### config.mk
export PLATFORM = sky130hd
export DESIGN_NAME = qpn_sqrt_cell
export DESIGN_NICKNAME = d
export VERILOG_FILES = /design/src/design/qpn_pkg.sv /design/src/design/qpn_sqrt_cell.sv
export SDC_FILE = /design/constraint.sdc
export NUM_CORES = 1
export LEC_CHECK = 0
export ABC_AREA = 1
export BUFFER_PORTS_ARGS = -buffer_cell sky130_fd_sc_hd__buf_4
export CAP_MARGIN = 5
export CORE_ASPECT_RATIO = 0.9
export CORE_UTILIZATION = 55
export CTS_BUF_LIST = sky130_fd_sc_hd__clkbuf_4 sky130_fd_sc_hd__clkbuf_8 sky130_fd_sc_hd__clkbuf_16
export CTS_CLUSTER_DIAMETER = 150
export DETAILED_ROUTE_END_ITERATION = 6
export GPL_ROUTABILITY_DRIVEN = 0
export PLACE_DENSITY = 0.82
export RECOVER_POWER = 25
export SYNTH_ARGS = -nofsm -noshare
export SYNTH_HDL_FRONTEND = slang
export SYNTH_SLANG_ARGS = --single-unit
### constraint.sdc
create_clock -name clk_i -period 2.35 [get_ports clk_i]
set_clock_uncertainty 0.15 [all_clocks]
set_input_delay 0.235 -clock clk_i [delete_from_list [all_inputs] [get_ports clk_i]]
set_output_delay 0.235 -clock clk_i [all_outputs]
set_load 0.005 [all_outputs]
### src/design/qpn_pkg.sv
`timescale 1ns / 1ps
// ----------------------------------------------------------------------------
// qpn_pkg
// Shared widths, command codes and word types for the quaternion product and
// normalize pipeline.
// ----------------------------------------------------------------------------
package qpn_pkg;

  // Component format, fixed by the port words
  localparam int CW           = 16;
  localparam int FRAC_DEFAULT = 14;

  // Normalized components lie below 2^NORM_TOP
  localparam int NORM_TOP = 30;
  localparam int UW       = NORM_TOP;
  localparam int SQW      = 2 * UW + 2;   // sum of four squares
  localparam int RTW      = UW + 1;       // floor square root

  typedef enum logic [1:0] {
    CMD_NORM_AB = 2'd0,
    CMD_PROD_BA = 2'd1,
    CMD_NORM_A  = 2'd2,
    CMD_NONE    = 2'd3
  } cmd_e;

  typedef struct packed {
    logic [1:0]           command;
    logic signed [CW-1:0] a_x;
    logic signed [CW-1:0] a_y;
    logic signed [CW-1:0] a_z;
    logic signed [CW-1:0] a_w;
    logic signed [CW-1:0] b_x;
    logic signed [CW-1:0] b_y;
    logic signed [CW-1:0] b_z;
    logic signed [CW-1:0] b_w;
  } in_word_t;

  typedef struct packed {
    logic signed [CW-1:0] r_x;
    logic signed [CW-1:0] r_y;
    logic signed [CW-1:0] r_z;
    logic signed [CW-1:0] r_w;
    logic                 zero_magnitude;
    logic                 saturated;
  } out_word_t;

  // Partial root and remainder handed along the root cells
  typedef struct packed {
    logic [RTW-1:0] root;
    logic [SQW-1:0] rem;
  } sqrt_t;

endpackage

### src/design/qpn_sqrt_cell.sv
`timescale 1ns / 1ps
// ----------------------------------------------------------------------------
// qpn_sqrt_cell
// One restoring square root cell: decides root bit K and passes the partial
// root and remainder to the next cell.
// ----------------------------------------------------------------------------
module qpn_sqrt_cell #(
  parameter int K = 0
) (
  input  logic          clk_i,
  input  logic          en_i,
  input  qpn_pkg::sqrt_t st_i,
  output qpn_pkg::sqrt_t st_o
);
  import qpn_pkg::*;

  localparam int DW = SQW + 1;

  logic [DW-1:0] delta;
  logic [DW-1:0] rem_x;
  sqrt_t         st_d;
  sqrt_t         st_q;

  // (root + 2^K)^2 - root^2, root holds only bits above K
  always_comb begin
    delta = (DW'(st_i.root) << (K + 1)) | (DW'(1) << (2 * K));
    rem_x = DW'(st_i.rem);
    st_d  = st_i;
    if (rem_x >= delta) begin
      st_d.rem  = SQW'(rem_x - delta);
      st_d.root = st_i.root | (RTW'(1) << K);
    end
  end

  always_ff @(posedge clk_i) begin
    if (en_i) begin
      st_q <= st_d;
    end
  end

  assign st_o = st_q;

endmodule

# Word-level counts from Yosys, hierarchy flattened
# Index checks and enable logic that the tools add are counted.
# Widths: inputs -> output; s select.
dict set report totals {
  register_bits 93
  inputBits 95
  output_inout_bits 93
}
dict set report classes {
  addsub 1
  n_lt_le_gt_ge 1
  muxes 1
}
# operator n
set op_table {}
lappend op_table {{$ge 62x32->1} 1}
lappend op_table {{$mux 62} 1}
lappend op_table {{$sub 62x32->62} 1}

# Logic depth before layout (Yosys ltp)
dict set report depth {
  depth_word 2
  ltp_mapped 19
  mapped_depth_nobuf 17
}

# Least setup slack after synthesis
# No wires, ideal clock.
dict set report synth_path {
  path_type {input-to-reg}
  startpoint {input port st_i[92] (netlist name)}
  endpoint {register st_q (netlist bit st_o[62]), data pin}
  arrival_ns 1.819
  path_slack_ns 0.125
  stages 14
  n_path_buf 2
  cell_sequence {inv_1 ha_1 a21oi_2 inv_2 nor2_4 nand2_2 nor2_4 nand3_2 a21oi_2 nand2_4 inv_2 buf_6 buf_6 nand2_1}
}
dict set report synth_via {
  elab_chain_len 1
}
# element line_no
set synth_rtl {}
lappend synth_rtl {{from (decl)} qpn_sqrt_cell.sv:12} ;# input qpn_pkg::sqrt_t st_i,
lappend synth_rtl {{$ge 62x32->1} qpn_sqrt_cell.sv:29} ;# if (rem_x >= delta) begin
lappend synth_rtl {{to (signal assigned)} qpn_sqrt_cell.sv:37} ;# st_q <= st_d;
lappend synth_rtl {{to (decl)} qpn_sqrt_cell.sv:22} ;# sqrt_t st_q;
# Every way passes these cells.
# A chain may end at the register's enable or synchronous reset.

==> results.sh <==
export IMPL_maxSlewHeadroom_pct=10.8
export IMPL_final_hold_viol_count=0
export IMPL_setup_ws_ns=0.100
export IMPL_synth_compound_area_share_pct=7.13
export IMPL_p_leak_nw=5.19
export IMPL_synth_area_per_cell_um2=6.89
export IMPL_start_util_pct=56.4
export IMPL_hold_depth=3
export IMPL_htree_levels=3
export IMPL_io_buffers=187
export IMPL_synth_common_cells="nand2_1 (406), inv_1 (198), nor2_1 (103)"
export IMPL_drtPass1Iterations=7
export IMPL_placed_area_um2=9750
export IMPL_setup_viol=0
export IMPL_die_y_um=113
export IMPL_synth_distinct_cells=36
export IMPL_drive_above_1_share_pct=25.7
export IMPL_drv_slew=0
export IMPL_synth_top_family_by_area="simple AND/OR/NAND/NOR gates"
export IMPL_coreArea_um2=13300
export IMPL_post_route_util_pct=77.5
export IMPL_violations="DRC"
export IMPL_pre_cts_ws_ns=-0.302
export IMPL_arrival_ns=2.22
export IMPL_synthSimpleGateAreaFrac_pct=35.4
export IMPL_rows=40
export IMPL_drc=30
export IMPL_overflow=0
export IMPL_synth_sequential_area_ratio_pct=37.2
export IMPL_wire_per_inst_um=14.6
export IMPL_diodes=0
export IMPL_io_pins=188
export IMPL_status="complete, but fails checks"
export IMPL_first_iter_violations=918
export IMPL_cp_required_ns=2.32
export IMPL_synth_seq_cells=93
export IMPL_cts_root_buf="clkbuf_16"
export IMPL_die_area_um2=14100
export IMPL_grt_use_total_pct=33.0
export IMPL_clk_path_buf_depth=2
export IMPL_routed_wl_um=22900
export IMPL_synth_xor_area_share_pct=3.15
export IMPL_clock_fmax_mhz=444
export IMPL_start_kind="input port"
export IMPL_powerDensity_nw_per_um2=495
export IMPL_yosys_area_top_type_share_pct=37.2
export IMPL_synth_cells=1090
export IMPL_endpoint_kind="flip-flop"
export IMPL_numCtsBuffers=9
export IMPL_synth_warnings=0
export IMPL_worstMarginPinSlew_ns=1.34
export IMPL_grt_pass1_vias=7665
export IMPL_synthTopCellsByArea="edfxtp_1 (37%), nand2_1 (20%), inv_1 (9.9%)"
export IMPL_hp_class="input port to flip-flop"
export IMPL_cts_tree="done"
export IMPL_detail_route_antenna_nets=0
export IMPL_post_route_period_util_pct=95.7
export IMPL_yosys_area_top_type="edfxtp_1"
export IMPL_async_flop_share_pct=0
export IMPL_stdcell_area_um2=10300
export IMPL_rsz0062_at_grt="no"
export IMPL_min_period_ns=2.25
export IMPL_hpwl_um=18000
export IMPL_synth_area_um2=7510
export IMPL_clk_pin_slew_worst_paths_ns=0.07
export IMPL_cap_violations=0
export IMPL_peakVddDrop_mv=0.469
export IMPL_vias=8198
export IMPL_layout_nets=1526
export IMPL_grt_max_degree=94
export IMPL_crit_fanout=4
export IMPL_antenna_found_initial=0
export IMPL_die_x_um=125
export IMPL_criticalPathCategory="input port to flip-flop"
export IMPL_grt_pass1_wl_um=36400
export IMPL_synth_mux_area_share_pct=0
export IMPL_post_drt_via_cell_ratio=5.22
export IMPL_cts_sinks=93
export IMPL_largest_reg_flops=93
export IMPL_ys_flop_type="edfxtp_1"
export IMPL_yosys_area_share_adder_pct=5.60
export IMPL_yosysMostFrequentCell="nand2_1"
export IMPL_syn_to_final_growth_pct=37.4
export IMPL_cts_setup_buffers=0
export IMPL_synth_edf_count=93
export IMPL_synth_nets=1218
[routing by layer]
layer | global-route usage, % | vias to the layer above | routed length, um
met3 | 7.99 | 54 | 2640
met4 | 13.5 | 0 | 744
met2 | 53.3 | 429 | 10300
met1 | 42.9 | 3699 | 9280
met5 | 0 | - | 0
li1 | - | 4016 | -
[layout by cell type (no fill, tap or decap), types with 7 or more instances in the layout]
cell,count
dlygate4sd3_1,31
o21ai_0,14
xnor2_1,17
nand2_2,15
inv_1,198
clkbuf_4,22
nand3_1,59
nor2_1,102
a21oi_2,28
ha_1,32
nand4_1,7
nand2_1,404
edfxtp_1,93
nor3_1,19
nor2_2,8
inv_2,10
o21ai_1,10
a21oi_1,23
xor2_1,10
buf_4,246
clkbuf_16,9
[worst paths after layout]
path                      from                 end  slack, ns
worst max-delay path  st_i[70]  st_o[27]$_DFFE_PP_       0.10
worst min-delay path  st_i[21]  st_o[21]$_DFFE_PP_      0.008
[critical path, cell delays in order]
cell and delay [ns]:
clkbuf_4 0.11, inv_1 0.04, ha_1 0.31, buf_4 0.15, nand2_1 0.16, inv_1 0.06, nand2_1 0.06, nand2_1 0.10
nand3b_1 0.29, nand2_1 0.13, nand2_2 0.14, or2_2 0.31, nand3_1 0.08, nand2_1 0.04
[where the power goes]
group / total (W) / switching [W] / internal [W]
combinational: 0.00161 / 0.000835 / 0.000774
clock: 0.00139 / 0.000675 / 0.000718
sequential: 0.00211 / 0.0000554 / 0.00205
[metrics by stage]
stage | std cells | TNS, ns | power [W] | hold slack (ns)
after global placement | 1524 | -1.78 | 0.00363 | 0.273
after global routing | 1570 | 0 | 0.00534 | 0.0182
after detailed placement | 1524 | -3.73 | 0.00367 | 0.273
after floorplan | 1090 | 0 | 0.00284 | 0.184
final | 1570 | 0 | 0.00511 | 0.00766
after CTS | 1570 | 0 | 0.00510 | 0.00358
[final cells by class]
cell class,count,area (um^2)
clock buffers,9,225
inverters,210,788
well taps,168,210
repair buffers,306,2400
multi-input cells,778,3850
fillers,1012,3000
flip-flops and latches,93,2790
clock inverters,6,47.5
[repair_timing]
item,4_1_cts,5_1_grt
resized for setup,0,3
endpoints found under the setup margin,0,3
hold endpoints to repair,31,0
hold buffers,31,0
[logic make-up (layout without fill, tap and decap cells)]
family	Yosys count	after routing
flip-flops	93	93
AO/OA/AOI/OAI	82	82
AND/OR/NAND/NOR	636	636
adder cells (fa/ha/maj)	33	33
buffers and inverters	219	531
XOR/XNOR	27	27
Power figures use the tool's default switching activity.
