**config.mk**
```make
export PLATFORM = sky130hd
export DESIGN_NAME = qpn_div_cell
export DESIGN_NICKNAME = d
export VERILOG_FILES = /design/src/design/qpn_pkg.sv /design/src/design/qpn_div_cell.sv
export SDC_FILE = /design/constraint.sdc
export NUM_CORES = 1
export LEC_CHECK = 0
export ABC_AREA = 1
export BUFFER_PORTS_ARGS = -buffer_cell sky130_fd_sc_hd__clkbuf_2
export CORE_MARGIN = 4
export CORE_UTILIZATION = 49
export DETAILED_ROUTE_END_ITERATION = 12
export HOLD_SLACK_MARGIN = 0.1
export PLACE_DENSITY = 0.76
export SLEW_MARGIN = 5
export SYNTH_ARGS = -nofsm -noshare
export SYNTH_HDL_FRONTEND = slang
export SYNTH_SLANG_ARGS = --single-unit
```
**constraint.sdc**
```tcl
create_clock -name clk_i -period 2.3 [get_ports clk_i]
set_input_delay 0.46 -clock clk_i [delete_from_list [all_inputs] [get_ports clk_i]]
set_output_delay 0.46 -clock clk_i [all_outputs]
set_load 0.005 [all_outputs]
```
**src/design/qpn_pkg.sv**
```systemverilog
`timescale 1ns / 1ps
// ----------------------------------------------------------------------------
// qpn_pkg
// Shared widths, command codes and word types for the quaternion product and
// normalize pipeline.
// ----------------------------------------------------------------------------
package qpn_pkg;

  // Component format, fixed by the port words
  localparam int CW           = 16;
  localparam int FRAC_DEFAULT = 14;

  // Normalized components lie below 2^NORM_TOP
  localparam int NORM_TOP = 30;
  localparam int UW       = NORM_TOP;
  localparam int SQW      = 2 * UW + 2;   // sum of four squares
  localparam int RTW      = UW + 1;       // floor square root

  typedef enum logic [1:0] {
    CMD_NORM_AB = 2'd0,
    CMD_PROD_BA = 2'd1,
    CMD_NORM_A  = 2'd2,
    CMD_NONE    = 2'd3
  } cmd_e;

  typedef struct packed {
    logic [1:0]           command;
    logic signed [CW-1:0] a_x;
    logic signed [CW-1:0] a_y;
    logic signed [CW-1:0] a_z;
    logic signed [CW-1:0] a_w;
    logic signed [CW-1:0] b_x;
    logic signed [CW-1:0] b_y;
    logic signed [CW-1:0] b_z;
    logic signed [CW-1:0] b_w;
  } in_word_t;

  typedef struct packed {
    logic signed [CW-1:0] r_x;
    logic signed [CW-1:0] r_y;
    logic signed [CW-1:0] r_z;
    logic signed [CW-1:0] r_w;
    logic                 zero_magnitude;
    logic                 saturated;
  } out_word_t;

  // Partial root and remainder handed along the root cells
  typedef struct packed {
    logic [RTW-1:0] root;
    logic [SQW-1:0] rem;
  } sqrt_t;

endpackage

```
**src/design/qpn_div_cell.sv**
```systemverilog
`timescale 1ns / 1ps
// ----------------------------------------------------------------------------
// qpn_div_cell
// One restoring divide cell for four lanes sharing a divisor: decides
// quotient bit K of each lane and passes the remainders on.
// ----------------------------------------------------------------------------
module qpn_div_cell #(
  parameter int K  = 0,
  parameter int NW = 45,
  parameter int QW = 15
) (
  input  logic                      clk_i,
  input  logic                      en_i,
  input  logic [qpn_pkg::RTW-1:0]   m_i,
  input  logic [3:0][NW-1:0]        rem_i,
  input  logic [3:0][QW-1:0]        quo_i,
  output logic [qpn_pkg::RTW-1:0]   m_o,
  output logic [3:0][NW-1:0]        rem_o,
  output logic [3:0][QW-1:0]        quo_o
);
  import qpn_pkg::*;

  logic [NW:0]          dv;
  logic [3:0][NW-1:0]   rem_d;
  logic [3:0][QW-1:0]   quo_d;
  logic [RTW-1:0]       m_q;
  logic [3:0][NW-1:0]   rem_q;
  logic [3:0][QW-1:0]   quo_q;

  // Trial subtract of m * 2^K in each lane
  always_comb begin
    dv = (NW'(m_i) << K);
    for (int l = 0; l < 4; l++) begin
      rem_d[l] = rem_i[l];
      quo_d[l] = quo_i[l];
      if ({1'b0, rem_i[l]} >= dv) begin
        rem_d[l] = NW'({1'b0, rem_i[l]} - dv);
        quo_d[l] = quo_i[l] | (QW'(1) << K);
      end
    end
  end

  always_ff @(posedge clk_i) begin
    if (en_i) begin
      m_q   <= m_i;
      rem_q <= rem_d;
      quo_q <= quo_d;
    end
  end

  assign m_o   = m_q;
  assign rem_o = rem_q;
  assign quo_o = quo_q;

endmodule

```
Yosys cells after proc, flatten, opt, wreduce, memory -nomap -nowiden
Cells that the tools add are included.

Order comparisons: 4. Muxes and demuxes: 4. Add/sub/neg operators: 4.

Operator list (count): $ge 45x31->1 (4); $mux 45 (4); $sub 45x31->45 (4).

Word-level logic and storage cells: 25. Bits in registers: 271. Input port bits: 273. Output and inout bits: 271.

Depth between registers and ports, before layout
Gate-level depths: netlist of run 1.

Depth in word-level cells: 2. Mapped depth: 17. Depth with buffers taken out: 16.

Worst setup path after synthesis of run 1
OpenSTA, ideal clock, no wires.

Kind: input -> register. Start: input rem_i[0] (netlist name). End: register rem_q (netlist bit rem_o[32]) (data pin). Arrival time: 1954 ps. Library setup time: 249 ps. Buffers on the path: 0. Cell stages on the path: 15. Setup slack: 98 ps. Required time: 2051 ps. Cell sequence: inv_1 ha_1 fa_1 inv_1 nand3_1 nand3_1 nand2_1 nand2_1 nand2_1 nand3_1 nand2_1 nand3_1 nand2_1 nand2_1 inv_2.

RTL lines: from (decl) (RTL line qpn_div_cell.sv:15) `input logic [3:0][NW-1:0] rem_i,`; to (signal assigned) (RTL line qpn_div_cell.sv:46) `rem_q <= rem_d;`; to (decl) (RTL line qpn_div_cell.sv:27) `logic [3:0][NW-1:0] rem_q;`.

==> results of run 1 <==
[layer usage]
layer  global-route usage [%]  vias up
met2                     68.0     1530
met5                        0        -
met3                     7.33      332
li1                         -    14300
met4                     17.6       10
met1                     49.4    13400
[per-stage QoR]
step | util [%] | TNS, ns
CTS | 72.1 | 0
detailed placement | 68.5 | -103.27
global route | 74.2 | -1.72
finish | 74.2 | 0
global placement | 68.5 | -102.13
floorplan | - | 0
[layout make-up]
class	count	area [um^2]	share of cell area, %
multi-input cells	2727	13500	37.7
repair buffers	1367	9580	26.8
flip-flops and latches	271	8140	22.8
inverters	740	2830	7.92
well taps	656	821	2.30
clock buffers	33	741	2.07
clock inverters	18	121	0.340
diodes	6	15.0	0.0420
[state kept, by name, summed over array words and instances (netlist names)]
register  flops
quo_o        60
m_o          31
rem_o       180
[critical path: stages]
cell	delay, ns
clkbuf_2	0.13
clkinvlp_4	0.14
buf_4	0.18
buf_12	0.13
ha_4	0.27
nand2_1	0.07
nor2_1	0.19
buf_4	0.15
nand3_1	0.16
nand3_1	0.28
nand2_1	0.12
nand4_1	0.08
nand2_1	0.12
nand2_1	0.11
nand2_1	0.05
[final timing paths]
path                     from  cells after the start             endpoint
worst max-delay path   m_i[7]                     15  rem_o[25]$_DFFE_PP_
worst min-delay path  m_i[22]                      2    m_o[22]$_DFFE_PP_
[timing repair]
action | CTS | global route
hold buffers | 78 | 0
buffers inserted | 3 | 24
hold endpoints to repair | 78 | 0
gates cloned | 0 | 2
pin swaps | 0 | 9
setup endpoints to repair | 39 | 184
gates resized for setup | 5 | 129
[cells in the final DEF, fill, tap and decap left out, types with 30 or more instances in the layout]
cell,instances
a21oi_1,53
a21oi_2,50
buf_12,36
buf_4,709
clkbuf_16,30
clkbuf_2,540
dlygate4sd3_1,78
edfxtp_1,271
ha_1,94
inv_1,692
nand2_1,1678
nand3_1,208
nand4_1,47
nor2_1,303
nor2_2,46
xor2_1,75
[report_power, final]
part,switching [W],total [W],internal (W)
registers,0.000234,0.00641,0.00618
clock network,0.00215,0.00456,0.00241
logic,0.00391,0.00693,0.00302
total,0.00630,0.0179,0.0116
[cell families after synthesis]
group | after synthesis | synth area share (%)
simple gates | 2394 | 40.3
flops | 271 | 33.9
buf+inv | 768 | 12.7
compound gates | 119 | 3.23
fa+ha+maj | 128 | 6.79
xor+xnor | 85 | 3.10
==> impl_results.md, run 1 <==
- Port-buffer cells: 543
- RSZ-0062 raised after global routing: true
- Vias/cell: 5.08
- Dpl cells: 5654
- Overflow after GRT: 0
- Die Y: 229 um
- Post-synth top flop: edfxtp_1
- Io pins: 544
- Placer Congestion: 1.04
- Number of synthesized flops with an enable pin: 271
- Total number of vias: 29600
- Overall power: 0.0179 W
- Yosys warns: 0
- Max cap viols: 0
- Initial antenna violation count: 10
- Fin crit share: 99.4%
- Post-Route WL: 112000 um
- Gate Count Post-Synth: 3765
- Drt pass-1 iters: 8
- CP Max Fanout: 3
- Rows: 80
- CP Capture Type: flip-flop
- Slew HR: 71.0%
- Async S/R FF share, synth: 0%
- Initial DRC Count: 2893
- Top cell type's share of synthesized area: 33.9%
- Worst slack, placed: -0.659 ns
- Max Fclk: 0.437 GHz
- Critical Path Source Type: input pin
- Leading cell type by number of instances after synthesis: nand2_1
- Core Region: 0.0481 mm^2
- Min Clock Period, post-route: 2.29 ns
- Critical Path AT: 2.64 ns
- Synth cell types: 35
- Met3 Wirelength: 10300 um
- Peak supply drop: 0.646 mV
- Crit Path Class: input pin to flip-flop
- Leak: 19.7 nW
- Post-DRT Antenna Nets: 0
- Pwr Density: 501 mW/mm^2
- Placed Area: 0.0330 mm^2
- Area Overhead vs Synth: 48.6%
- Met2 wire length: 52000 um
- Vias in the first global route: 27900
- Post-synth net total: 4166
- Initial Util: 49.9%
- Setup ws final: 0.0129 ns
- CTS tree: done
- Seq/Total Area, Yosys: 33.9%
- Synthesized flop and latch total: 271
- Clock Sinks: 271
- Wire per inst: 19.2 um
- Global-route wire length before repair: 162000 um
- Die Wd: 229 um
- Status: completed
- Final nets: 5537
- M1 wire length: 43200 um
- Post-DP HPWL: 89300 um
- HP Class: input pin to flip-flop
- Final-report max-slew violation count: 0
- Syn avg cell area: 6.38 um^2
- Global Route Usage Sum: 39.9%
- Clock root buffer: clkbuf_16
- Cell Count, Final, Fillers Out: 5818
- Largest net degree at the start of global routing: 56
- CTS max path bufs: 3
- Final Hold Fails: 0
- Top Metal Used: met5
- Area contributors post-synth: edfxtp_1 (34%), nand2_1 (27%), inv_1 (11%)
- Crit path required time: 2.65 ns
- Clock transition at path regs: 0.07 ns
- FILL cells: 3942
- Synth top cells by count: nand2_1 (1698), inv_1 (708), nor2_1 (333)
- Die ar.: 0.0527 mm^2
- Cts bufs inserted: 29
- Min Hold Slack: 0.143 ns
- DRC viols: 0
- Synth area leader: edfxtp_1
- Measured slew at the worst slew-check pin: 0.435 ns
- H-Tree Depth: 1
- Final Setup Violations: 0
- Design area: 0.0357 mm^2
- Mapped Area: 0.0240 mm^2
- Share of cells above drive strength 1: 30.4%
Note: power is estimated with default switching activity, not from simulation.
==> run 2: changes to the inputs <==
Settings changed: CORE_UTILIZATION 49 to 50, PLACE_DENSITY 0.76 to 0.78.
==> impl_results.md, run 2 (synthesis results as in run 1) <==
- CP Capture Type: flip-flop
- Crit path cell chain: clkbuf_2 -> ha_1 -> fa_1 -> inv_2 -> nand2_1 -> nand3_1 -> nand2_1 -> nand2_1 -> nand2_1 -> nand2_1 -> nand2_1 -> nand3_1 -> nand2_1 -> nand2_1 -> inv_1
- Slowest-stage cell, CP: fa_1
- Design area: 0.0362 mm^2
- Most common cell after layout, fill and taps aside: nand2_1
- Slew HR: 59.2%
- Global Route Usage Sum: 40.0%
- Worst path max stage delay: 0.43 ns
- Area of the multi-input gates: 0.0138 mm^2
- Final nets: 5557
- CTS max path bufs: 3
- Pwr Density: 499 mW/mm^2
- Share of cells above drive strength 1: 31.6%
- Final Setup Violations: 0
- Overflow after GRT: 0
- CTS tree: done
- H-Tree Depth: 1
- Post-DRT Antenna Nets: 0
- P_sw: 0.00630 W
- Clock power frac: 26.0%
- Placed Area: 0.0330 mm^2
- Worst setup startpoint: m_i[0]
- Die Y: 227 um
- Port-buffer cells: 543
- Min-delay src: quo_i[45]
- Final-report max-slew violation count: 0
- Initial DRC Count: 2906
- Total number of vias: 29900
- P_int: 0.0118 W
- Status: completed
- Most frequent cells in the layout: nand2_1 (1656), buf_4 (722), inv_1 (690)
- DRC viols: 0
- Max reg flops: 180
- Io pins: 544
- Min Clock Period, post-route: 2.28 ns
- Peak supply drop: 0.647 mV
- HP Class: input pin to flip-flop
- Largest net degree at the start of global routing: 62
- Die Wd: 227 um
- FILL cells: 3753
- CP most frequent cell: nand2_1
- Fin crit share: 99.2%
- Post-Route WL: 111000 um
- WP depth: 15
- Sw Ratio: 34.9%
- Clock transition at path regs: 0.06 ns
- Final Hold Fails: 0
- Initial antenna violation count: 6
- Crit Path Class: input pin to flip-flop
- Initial Util: 50.4%
- RSZ-0062 raised after global routing: true
- Global-route wire length before repair: 157000 um
- Vias in the first global route: 28100
- Worst Path Buf+Inv: 3
- Critical Path Source Type: input pin
- Max Fclk: 0.438 GHz
- Cts bufs inserted: 29
- Hold Path Depth: 2
- Combinational power share: 38.5%
- Die ar.: 0.0516 mm^2
- Max cap viols: 0
- Wire per inst: 19.1 um
- Min Hold Slack: 0.124 ns
- Post-DP HPWL: 87600 um
- CP Max Fanout: 5
- Clock root buffer: clkbuf_16
- Placer Congestion: 1.05
- Vias/cell: 5.17
- Critical Path AT: 2.65 ns
- Crit path required time: 2.67 ns
- Leak: 19.9 nW
- Sequential share of power: 35.5%
- Drt pass-1 iters: 10
- Clock Sinks: 271
- Core Region: 0.0476 mm^2
- Measured slew at the worst slew-check pin: 0.613 ns
- Crit path max-delay family: simple AND/OR/NAND/NOR gates
- Storage cell area: 0.00814 mm^2
- Rows: 80
- Area Overhead vs Synth: 50.8%
[run 2: cell count changes in the layout (fill, tap and decap cells not counted), moves of 4 or more]
cell and change:
buf_6 +8, ha_4 +14, nor2_2 +11, nand2_1 -22, ha_1 -12, nand2_2 +21, nor2_1 -13, nor3_2 -5
clkinvlp_4 +4, buf_4 +13
[run 2: layer usage]
| metal | GRT usage [%] | up-vias | routed length [um] |
|---|---|---|---|
| met5 | 0 | - | 16 |
| met4 | 22.2 | 2 | 7530 |
| met3 | 7.43 | 382 | 11200 |
| met2 | 67.2 | 1653 | 51300 |
| met1 | 48.6 | 13600 | 40900 |
| li1 | - | 14300 | - |
[run 2: final cells by class]
type / count / area share [%]
repair buffers: 1387 / 27.1
diodes: 4 / 0.0276
well taps: 615 / 2.12
multi-input cells: 2727 / 38.0
clock buffers: 32 / 2.03
clock inverters: 21 / 0.490
inverters: 740 / 7.82
flip-flops and latches: 271 / 22.5
[run 2: final timing paths]
| check | endpoint | slack [ns] |
|---|---|---|
| worst max-delay path | rem_o[167]$_DFFE_PP_ | 0.02 |
| worst min-delay path | quo_o[45]$_SDFFCE_PP1P_ | 0.12 |
[run 2: stage by stage]
step                      utilization (%)  worst slack [ns]  total power [W]  cells  setup TNS (ns)
after CTS                            73.0           -0.0380           0.0175   5756         -0.0380
final                                76.0            0.0180           0.0181   5797               0
after floorplan                         -            0.0975          0.00914   3765               0
after global routing                 76.0           -0.0714           0.0188   5796          -0.868
after detailed placement             69.3            -0.724           0.0127   5620         -100.65
after global placement               69.3            -0.748           0.0127   5620          -98.89
[run 2: power groups by stage]
stage          Sequential, W  Combinational [W]  Clock, W
3_5_place_dp         0.00648            0.00626         0
5_1_grt              0.00644            0.00748   0.00493
3_3_place_gp         0.00647            0.00619         0
4_1_cts              0.00639            0.00644   0.00469
2_1_floorplan        0.00651            0.00263         0
6_report             0.00641            0.00695   0.00471
[run 2: timing repair]
item / in CTS / in global routing
hold buffers: 77 / 0
cloned: 0 / 5
endpoints found under the hold margin: 77 / 0
pin swaps: 0 / 24
gates resized for setup: 5 / 201
buffers inserted: 6 / 32
setup endpoints to repair: 28 / 184
